`config.mk`:
```
export PLATFORM = sky130hd
export DESIGN_NAME = png_chunk_stream_scanner
export DESIGN_NICKNAME = d
export VERILOG_FILES = /design/src/sv/pcss_pkg.sv /design/src/sv/png_chunk_stream_scanner.sv /design/src/sv/pcss_parser.sv
export SDC_FILE = /design/constraint.sdc
export NUM_CORES = 1
export LEC_CHECK = 0
export BUFFER_PORTS_ARGS = -buffer_cell sky130_fd_sc_hd__buf_4
export CORE_MARGIN = 3
export CORE_UTILIZATION = 55
export CTS_CLUSTER_DIAMETER = 80
export DETAILED_ROUTE_END_ITERATION = 7
export GPL_ROUTABILITY_DRIVEN = 0
export PLACE_DENSITY = 0.75
export REMOVE_ABC_BUFFERS = 1
export SYNTH_ARGS = -nofsm -noshare
export SYNTH_HDL_FRONTEND = slang
export SYNTH_HIERARCHICAL = 1
export SYNTH_SLANG_ARGS = --single-unit
```
`constraint.sdc`:
```
create_clock -name clk -period 12.46 [get_ports clk]
set_input_delay 0 -clock clk [delete_from_list [all_inputs] [get_ports clk]]
set_output_delay 0 -clock clk [all_outputs]
set_load 0.02 [all_outputs]
```
`src/sv/pcss_pkg.sv`:
```
// ============================================================================
// pcss_pkg - shared types and constants for the PNG chunk stream scanner
// Phase and status codes, signature and IEND constants, result bundle.
// ============================================================================
package pcss_pkg;

  localparam int COUNT_BITS = 16;

  localparam logic [31:0] SIG_HI    = 32'h8950_4E47;
  localparam logic [31:0] SIG_LO    = 32'h0D0A_1A0A;
  localparam logic [31:0] TYPE_IEND = 32'h4945_4E44;

  localparam logic [3:0]  SIG_BYTES  = 4'd8;
  localparam logic [3:0]  WORD_BYTES = 4'd4;

  localparam logic [30:0] MAX_SIZE_RESET = 31'h7FFF_FFFF;

  typedef enum logic [2:0] {
    PH_IDLE,
    PH_SIG,
    PH_LEN,
    PH_TYPE,
    PH_PAYLOAD,
    PH_CRC
  } phase_t;

  typedef enum logic [1:0] {
    ST_CHUNK_DONE,
    ST_IEND_DONE,
    ST_BAD_SIG,
    ST_TOO_BIG
  } status_t;

  typedef struct packed {
    logic        valid;
    status_t     status;
    logic [31:0] chunk_type;
    logic [30:0] chunk_length;
    logic [31:0] chunk_crc;
    logic [15:0] chunk_count;
    logic [31:0] total_length;
  } result_t;

endpackage

```
`src/sv/png_chunk_stream_scanner.sv`:
```
// ============================================================================
// png_chunk_stream_scanner - PNG signature and chunk framing checker
// Walks a PNG byte stream and reports each finished chunk or framing error.
// ============================================================================
//
//  channel | ports                                   | handshake
//  --------+-----------------------------------------+------------------
//  in      | in_data_byte[7:0], in_start_flag        | in_valid/in_stall
//  out     | out_status, out_chunk_*, out_total_len. | out_valid/out_stall
//  cfg     | cfg_size_limit[30:0]                    | cfg_valid/cfg_ready
//
//  One byte per cycle while out_stall does not hold a result; the input word is
//  registered, then passes the parser logic into the result register.
//  Synchronous active-low reset; the size limit resets to 0x7FFFFFFF.
//  out_stall on a held result freezes the result register and the parser;
//  in_stall rises only while the input register holds a word that cannot move.
//  cfg_ready is always high.
module png_chunk_stream_scanner (
  input  logic        clk,
  input  logic        rst_n,
  input  logic        in_valid,
  output logic        in_stall,
  input  logic [7:0]  in_data_byte,
  input  logic        in_start_flag,
  output logic        out_valid,
  input  logic        out_stall,
  output logic [1:0]  out_status,
  output logic [31:0] out_chunk_type,
  output logic [30:0] out_chunk_length,
  output logic [31:0] out_chunk_crc,
  output logic [15:0] out_chunk_count,
  output logic [31:0] out_total_length,
  input  logic        cfg_valid,
  output logic        cfg_ready,
  input  logic [30:0] cfg_size_limit
);

  logic              in_valid_r;
  logic [7:0]        in_byte_r;
  logic              in_start_r;
  logic [30:0]       max_size_r;
  logic              adv;
  pcss_pkg::result_t res;
  pcss_pkg::result_t out_r;
  logic              out_valid_r;

  assign adv       = !out_valid_r || !out_stall;
  assign in_stall  = in_valid_r && !adv;
  assign cfg_ready = 1'b1;

  always_ff @(posedge clk) begin
    if (!rst_n) begin
      max_size_r <= pcss_pkg::MAX_SIZE_RESET;
    end else if (cfg_valid && cfg_ready) begin
      max_size_r <= cfg_size_limit;
    end
  end

  always_ff @(posedge clk) begin
    if (!rst_n) begin
      in_valid_r <= 1'b0;
    end else if (!in_stall) begin
      in_valid_r <= in_valid;
    end
  end

  always_ff @(posedge clk) begin
    if (!in_stall && in_valid) begin
      in_byte_r  <= in_data_byte;
      in_start_r <= in_start_flag;
    end
  end

  pcss_parser u_parser (
    .clk        (clk),
    .rst_n      (rst_n),
    .step       (in_valid_r && adv),
    .data_byte  (in_byte_r),
    .start_flag (in_start_r),
    .size_limit (max_size_r),
    .res        (res)
  );

  always_ff @(posedge clk) begin
    if (!rst_n) begin
      out_valid_r <= 1'b0;
    end else if (adv) begin
      out_valid_r <= in_valid_r && res.valid;
    end
  end

  always_ff @(posedge clk) begin
    if (adv && in_valid_r && res.valid) begin
      out_r <= res;
    end
  end

  assign out_valid        = out_valid_r;
  assign out_status       = out_r.status;
  assign out_chunk_type   = out_r.chunk_type;
  assign out_chunk_length = out_r.chunk_length;
  assign out_chunk_crc    = out_r.chunk_crc;
  assign out_chunk_count  = out_r.chunk_count;
  assign out_total_length = out_r.total_length;

  a_in_hold: assert property (@(posedge clk) disable iff (!rst_n)
    in_stall |=> in_valid_r && $stable(in_byte_r))
    else $error("input word lost while stalled");

  a_bad_sig_len: assert property (@(posedge clk) disable iff (!rst_n)
    out_valid_r && out_r.status == pcss_pkg::ST_BAD_SIG |->
      out_r.total_length == 32'd8 && out_r.chunk_count == 16'd0)
    else $error("bad signature result malformed");

  a_too_big_zero: assert property (@(posedge clk) disable iff (!rst_n)
    out_valid_r && out_r.status == pcss_pkg::ST_TOO_BIG |->
      out_r.chunk_type == 32'd0 && out_r.chunk_crc == 32'd0)
    else $error("too-big result carries type or crc");

  a_done_count: assert property (@(posedge clk) disable iff (!rst_n)
    out_valid_r && (out_r.status == pcss_pkg::ST_CHUNK_DONE ||
                    out_r.status == pcss_pkg::ST_IEND_DONE) |->
      out_r.chunk_count != 16'd0 && out_r.total_length >= 32'd20)
    else $error("chunk result with impossible count or length");

endmodule

```
`src/sv/pcss_parser.sv`:
```
// ============================================================================
// pcss_parser - chunk framing state machine
// Consumes one byte per step, updates the parser state and presents the
// result (if any) for that byte combinationally.
// ============================================================================
module pcss_parser (
  input  logic              clk,
  input  logic              rst_n,
  input  logic              step,
  input  logic [7:0]        data_byte,
  input  logic              start_flag,
  input  logic [30:0]       size_limit,
  output pcss_pkg::result_t res
);

  pcss_pkg::phase_t                   phase_r, phase_nxt, ph;
  logic [3:0]                         fidx_r, fidx_nxt;
  logic [31:0]                        len_r, len_nxt;
  logic [31:0]                        type_r, type_nxt;
  logic [31:0]                        crc_r, crc_nxt;
  logic [30:0]                        left_r, left_nxt;
  logic [31:0]                        offs_r, offs_nxt;
  logic [pcss_pkg::COUNT_BITS-1:0]    seen_r, seen_nxt;

  always_comb begin
    phase_nxt = phase_r;
    fidx_nxt  = fidx_r;
    len_nxt   = len_r;
    type_nxt  = type_r;
    crc_nxt   = crc_r;
    left_nxt  = left_r;
    offs_nxt  = offs_r;
    seen_nxt  = seen_r;
    res       = '0;
    ph        = phase_r;

    if (start_flag) begin
      ph        = pcss_pkg::PH_SIG;
      phase_nxt = pcss_pkg::PH_SIG;
      fidx_nxt  = '0;
      len_nxt   = '0;
      type_nxt  = '0;
      crc_nxt   = '0;
      left_nxt  = '0;
      offs_nxt  = '0;
      seen_nxt  = '0;
    end

    if (ph != pcss_pkg::PH_IDLE && offs_nxt != '1) begin
      offs_nxt = offs_nxt + 32'd1;
    end

    case (ph)
      pcss_pkg::PH_IDLE: begin
      end
      pcss_pkg::PH_SIG: begin
        type_nxt = {type_nxt[23:0], len_nxt[31:24]};
        len_nxt  = {len_nxt[23:0], data_byte};
        fidx_nxt = fidx_nxt + 4'd1;
        if (fidx_nxt >= pcss_pkg::SIG_BYTES) begin
          fidx_nxt = '0;
          if (type_nxt != pcss_pkg::SIG_HI || len_nxt != pcss_pkg::SIG_LO) begin
            phase_nxt        = pcss_pkg::PH_IDLE;
            res.valid        = 1'b1;
            res.status       = pcss_pkg::ST_BAD_SIG;
            res.total_length = offs_nxt;
          end else begin
            len_nxt   = '0;
            type_nxt  = '0;
            phase_nxt = pcss_pkg::PH_LEN;
          end
        end
      end
      pcss_pkg::PH_LEN: begin
        len_nxt  = {len_nxt[23:0], data_byte};
        fidx_nxt = fidx_nxt + 4'd1;
        if (fidx_nxt >= pcss_pkg::WORD_BYTES) begin
          fidx_nxt = '0;
          if (len_nxt[31] || len_nxt[30:0] > size_limit) begin
            phase_nxt        = pcss_pkg::PH_IDLE;
            res.valid        = 1'b1;
            res.status       = pcss_pkg::ST_TOO_BIG;
            res.chunk_length = len_nxt[30:0];
            res.chunk_count  = 16'(seen_nxt);
            res.total_length = offs_nxt;
          end else begin
            type_nxt  = '0;
            phase_nxt = pcss_pkg::PH_TYPE;
          end
        end
      end
      pcss_pkg::PH_TYPE: begin
        type_nxt = {type_nxt[23:0], data_byte};
        fidx_nxt = fidx_nxt + 4'd1;
        if (fidx_nxt >= pcss_pkg::WORD_BYTES) begin
          fidx_nxt  = '0;
          crc_nxt   = '0;
          left_nxt  = len_nxt[30:0];
          phase_nxt = (len_nxt[30:0] != '0) ? pcss_pkg::PH_PAYLOAD : pcss_pkg::PH_CRC;
        end
      end
      pcss_pkg::PH_PAYLOAD: begin
        left_nxt = left_nxt - 31'd1;
        if (left_nxt == '0) begin
          phase_nxt = pcss_pkg::PH_CRC;
        end
      end
      pcss_pkg::PH_CRC: begin
        crc_nxt  = {crc_nxt[23:0], data_byte};
        fidx_nxt = fidx_nxt + 4'd1;
        if (fidx_nxt >= pcss_pkg::WORD_BYTES) begin
          fidx_nxt = '0;
          if (seen_nxt != '1) begin
            seen_nxt = seen_nxt + {{(pcss_pkg::COUNT_BITS-1){1'b0}}, 1'b1};
          end
          res.valid        = 1'b1;
          res.status       = (type_nxt == pcss_pkg::TYPE_IEND) ?
                             pcss_pkg::ST_IEND_DONE : pcss_pkg::ST_CHUNK_DONE;
          res.chunk_type   = type_nxt;
          res.chunk_length = len_nxt[30:0];
          res.chunk_crc    = crc_nxt;
          res.chunk_count  = 16'(seen_nxt);
          res.total_length = offs_nxt;
          if (type_nxt == pcss_pkg::TYPE_IEND) begin
            phase_nxt = pcss_pkg::PH_IDLE;
          end else begin
            len_nxt   = '0;
            phase_nxt = pcss_pkg::PH_LEN;
          end
        end
      end
      default: begin
        phase_nxt = pcss_pkg::PH_IDLE;
      end
    endcase
  end

  always_ff @(posedge clk) begin
    if (!rst_n) begin
      phase_r <= pcss_pkg::PH_IDLE;
      fidx_r  <= '0;
    end else if (step) begin
      phase_r <= phase_nxt;
      fidx_r  <= fidx_nxt;
    end
  end

  always_ff @(posedge clk) begin
    if (step) begin
      len_r  <= len_nxt;
      type_r <= type_nxt;
      crc_r  <= crc_nxt;
      left_r <= left_nxt;
      offs_r <= offs_nxt;
      seen_r <= seen_nxt;
    end
  end

endmodule
```
# Yosys cells after proc, flatten, opt, wreduce, memory -nomap -nowiden
# Cells that the tools add are included.
[classes] addsub=4 n_lt_le_gt_ge=3 n_eq_ne=10 n_mux=55 reduce_logical=19
[op_table] op="32-bit two-way mux" count=16
[op_table] op="32-bit one-hot mux with 3 select lines" count=3
[op_table] op="146-bit two-way mux" count=1
[op_table] op="31-bit two-way mux" count=4
[op_table] op="31-bit one-hot mux with 2 select lines" count=2
[op_table] op="48-bit two-way mux" count=2
[op_table] op="16-bit two-way mux" count=4
[op_table] op="32-bit != test (second input constant)" count=2
[op_table] op="32-bit one-hot mux with 2 select lines" count=1
[op_table] op="32-bit by 1-bit adder with 32-bit output (second input constant)" count=1
[op_table] op="32-bit by 31-bit equality test with 1-bit output (second input constant)" count=1
[op_table] op="32-bit by 28-bit != test with 1-bit output (second input constant)" count=1
[op_table] op="16-bit one-hot mux with 2 select lines" count=1
[op_table] op="31-bit > comparator" count=1
[op_table] op="31-bit logical NOT" count=1
[op_table] op="31-bit nonzero test" count=1
[op_table] op="31-bit by 1-bit subtractor with 31-bit output (second input constant)" count=1
[op_table] op="3-bit two-way mux" count=10
[op_table] op="3-bit one-hot mux with 6 select lines" count=1
[op_table] op="16-bit by 1-bit adder with 16-bit output (second input constant)" count=1
[op_table] op="16-bit != test (second input constant)" count=1
[op_table] op="4-bit two-way mux" count=3
[op_table] op="3-bit one-hot mux with 3 select lines" count=1
[op_table] op="4-bit one-hot mux with 2 select lines" count=1
[op_table] op="15 further kinds" count=30
[totals] ff_bits=369

# Logic depth before layout (Yosys ltp)
[depth] word_depth=7 depth_mapped=18 mapped_depth_nobuf=13

# Cells and area by module
# The synthesis kept the hierarchy.
[modules_own_cells] module="pcss_parser" n_inst=1 cells_each=1367 area_per_inst_um2=12504.5
[modules_own_cells] module="png_chunk_stream_scanner" n_inst=1 cells_each=267 area_per_inst_um2=5843.1

# Worst setup path before layout
# OpenSTA, ideal clock, no wires.
[synth_timing] kind="register -> register" start="register in_start_r" end="register out_r, in the netlist out_chunk_count[0], enable pin" setup_time_ps=697 arrival_time_ps=10393 required_ps=11763 setup_slack_ps=1369 path_stages_with_launch=19 path_cell_list="edfxtp_1 buf_6 buf_6 buf_2 buf_1 clkbuf_1 clkbuf_1 nor2b_1 ha_1 nand4_1 nor4_1 o31a_1 or4_1 and3b_1 a211oi_2 inv_2 buf_2 nand2_1 a21oi_1"
[synth_rtl] element="start, declared" line="png_chunk_stream_scanner.sv:40" source="logic in_start_r;"
[synth_rtl] element="start signal, assigned" line="png_chunk_stream_scanner.sv:70" source="in_start_r <= in_start_flag;"
[synth_rtl] element="end signal, assigned" line="png_chunk_stream_scanner.sv:94" source="out_r <= res;"
[synth_rtl] element="end, declared" line="png_chunk_stream_scanner.sv:44" source="pcss_pkg::result_t out_r;"

==> flow_metrics.env <==
export IMPL_drc_errors=0
export IMPL_first_pass_iters=6
export IMPL_grt_max_degree=111
export IMPL_synthSimpleGateAreaFrac=0.174
export IMPL_layout_drive_gt1_share=0.157
export IMPL_antenna_cells=0
export IMPL_netlist_top_cells_area="edfxtp_1, dfxtp_1, nand2_1"
export IMPL_ir_drop_uv=105
export IMPL_synth_seq_cells=361
export IMPL_finalPower_mw=2.73
export IMPL_drv_slew=0
export IMPL_grt_pass1_vias=14196
export IMPL_ys_flop_type="edfxtp_1"
export IMPL_syn_inst=1634
export IMPL_final_seq_area_sq_mm=0.0104
export IMPL_portBuffers=191
export IMPL_critPathMaxFanout=77
export IMPL_multi_input_area_sq_mm=0.00721
export IMPL_worst_setup_path_type="register to register"
export IMPL_fin_util=0.680
export IMPL_area_delta_synth_final_pct=21.2
export IMPL_fin_skew_ns=0.0324
export IMPL_synth_compound_gate_area_share=0.142
export IMPL_cts_buffers=39
export IMPL_grt_ovfl_total=0
export IMPL_final_hold_violation_count=0
export IMPL_yosysWarnings=6
export IMPL_io_pins=193
export IMPL_synth_xor_area_frac=0.0277
export IMPL_synth_top_family_by_area="simple AND/OR/NAND/NOR gates"
export IMPL_initial_core_util=0.561
export IMPL_core_area_sq_mm=0.0327
export IMPL_avgSynthCellArea_sq_um=11.2
export IMPL_dieArea_sq_mm=0.0356
export IMPL_nets=1946
export IMPL_synth_top_area_frac=0.525
export IMPL_synthArstFlopShare=0
export IMPL_wl_per_cell_microns=21.8
export IMPL_synth_fa_ha_area_frac=0.0245
export IMPL_critPathArrivalTime_ns=6.52
export IMPL_path_clk_slew_ns=0.06
export IMPL_cts_tree="yes"
export IMPL_slew_headroom=0.179
export IMPL_cp_start_kind="register"
export IMPL_grt_pass1_wl_microns=79900
export IMPL_syn_area_sq_mm=0.0183
export IMPL_drt_initial_drc_count=1995
export IMPL_fp_dieW_microns=189
export IMPL_maxCapViolations=0
export IMPL_synth_edff_count=321
export IMPL_power_density_mw_per_mm2=123
export IMPL_synth_top_cell_by_area="edfxtp_1"
export IMPL_min_period_ns=6.38
export IMPL_fin_tns_setup_ns=0
export IMPL_worst_slack_ns=6.08
export IMPL_setup_viol=0
export IMPL_via_per_inst=6.35
export IMPL_vias=14857
export IMPL_antenna_found_initial=0
export IMPL_clk_latency_ns=0.55
export IMPL_p_leak_nw=8.88
export IMPL_grt_usage=0.279
export IMPL_required_ns=12.60
export IMPL_ys_types=82
export IMPL_die_h_microns=189
export IMPL_period_share=0.512
export IMPL_tightest_slew_ns=1.23
export IMPL_worst_setup_path_end_kind="register"
export IMPL_synth_seq_area_share=0.569
export IMPL_htreeDepth=2
export IMPL_holdCritPathClass="input pin to register"
export IMPL_rows=66
export IMPL_fmax_mhz=157
export IMPL_cts_sinks=361
export IMPL_muxShareOfSynthArea=0.0214
export IMPL_post_dp_hpwl_microns=31800
export IMPL_drt_wl_total_microns=51100
export IMPL_clock_path_buffers=3
export IMPL_status="finished, final reports clean"
export IMPL_rsz0062_at_grt="false"
export IMPL_n_fill_cell=2433
export IMPL_dpl_worst_slack_ns=6.15
export IMPL_clock_tree_root_cell="clkbuf_16"
export IMPL_drtAntennaViolNets=0
Yosys cell counts, drive strengths merged, types with 19 or more instances:
cell type and number:
edfxtp 321, nand2 157, clkbuf 79, and2 78
o21ai 77, nor2 72, a22o 65, a21oi 64
nor2b 53, inv 52, nand3 49, a22oi 48
nor3 41, buf 40, dfxtp 40, mux2i 37
ha 36, xnor2 34, nand4 33, and3 28
nor4 24, xor2 24, o22ai 19
worst paths after layout:
check                         endpoint  cells after the start  slack, ns          startpoint
setup / recovery  out_total_length[14]                     16       6.08          in_start_r
hold / removal            in_byte_r[2]                      2       0.19     in_data_byte[2]
setup reg to reg  out_total_length[14]                     16       6.08          in_start_r
hold reg to reg     u_parser/fidx_r[3]                      1       0.51  u_parser/fidx_r[3]
worst max-delay path, cell delays in order, from the launching register on:
cell and delay [ns]:
edfxtp_1 0.33, buf_4 0.64, buf_4 0.75, nor2b_1 0.12
ha_1 0.34, a21oi_1 0.08, o21a_1 0.18, o221ai_1 0.22
o21a_1 0.29, and3b_2 0.24, a211oi_2 0.05, buf_4 0.24
inv_2 0.19, nand2_1 0.13, a21oi_4 0.58, buf_4 0.68
buf_4 0.79
metal layers:
| metal | share of wire | GRT usage | up-vias |
|---|---|---|---|
| met1 | 0.40 | 0.392 | 7191 |
| met4 | 0.031 | 0.0848 | 0 |
| met2 | 0.47 | 0.446 | 899 |
| met3 | 0.096 | 0.0523 | 149 |
| met5 | 0 | 0 | - |
| li1 | - | - | 6618 |
registers in the layout, summed over array words and instances, names as in the netlist:
signal / cells
out_chunk_crc: 32
u_parser/fidx_r: 4
u_parser/seen_r: 16
out_valid: 1
out_chunk_length: 31
u_parser/crc_r: 24
u_parser/type_r: 32
max_size_r: 31
out_chunk_type: 32
u_parser/phase_r: 3
u_parser/len_r: 32
out_total_length: 32
out_chunk_count: 16
in_start_r: 1
u_parser/offs_r: 32
in_valid_r: 1
in_byte_r: 8
out_status: 2
u_parser/left_r: 31
logic make-up after synthesis:
logic type	count (synthesis)
and+or+nand+nor	593
AOI/OAI and AO/OA	375
DFF	361
buffers and inverters	171
xor gates and xnor gates	58
muxes	39
adders and majority gates	36
other	1
cell usage in the layout, fill, tap and decap left out, types with 6 or more instances in the layout:
cell type / instances
nand2_1: 157
o22ai_1: 18
dfxtp_1: 40
nor3_1: 41
clkbuf_16: 41
xnor2_1: 34
o21a_1: 8
o21ai_0: 77
mux2i_1: 37
inv_1: 51
and3_1: 28
nand4_1: 32
buf_4: 208
a211oi_1: 6
clkinv_1: 7
a221o_1: 8
a22oi_1: 48
nand3_1: 49
and4_1: 11
xor2_1: 24
and2_1: 77
nor2b_1: 53
dlygate4sd3_1: 101
nor4_1: 21
ha_1: 36
clkinv_2: 9
a31oi_1: 12
a21oi_1: 63
edfxtp_1: 321
or4_1: 9
nor2_1: 69
o221ai_1: 6
a22o_1: 65
o31ai_1: 7
where the power goes:
part           switching (mW)  leakage (nW)  internal [mW]  total [mW]
Combinational           0.111          4.55         0.0906       0.202
Sequential             0.0453          3.70           1.35        1.40
Clock                   0.479         0.632          0.650        1.13
per-stage QoR:
| step | hold slack [ns] | instance area [sq um] | instances |
|---|---|---|---|
| after floorplan | 0.0619 | 17800 | 1515 |
| after global placement | 0.179 | 20000 | 2165 |
| after detailed placement | 0.183 | 20000 | 2165 |
| after CTS | 0.179 | 22200 | 2338 |
| after global routing | 0.189 | 22200 | 2338 |
| final | 0.193 | 22200 | 2338 |
what timing repair did:
item,in CTS,in global routing
gates resized for setup,0,0
hold buffers,101,0
endpoints found under the hold margin,62,0
setup buffers,0,0
layout make-up:
| type | count | area share |
|---|---|---|
| inverter | 52 | 0.00878 |
| clock inverter | 22 | 0.00760 |
| timing repair buffer | 309 | 0.116 |
| multi-input combinational | 1102 | 0.324 |
| tap | 442 | 0.0249 |
| clock buffer | 50 | 0.0495 |
| sequential | 361 | 0.470 |
No activity file was read; power rests on OpenSTA's default activity.
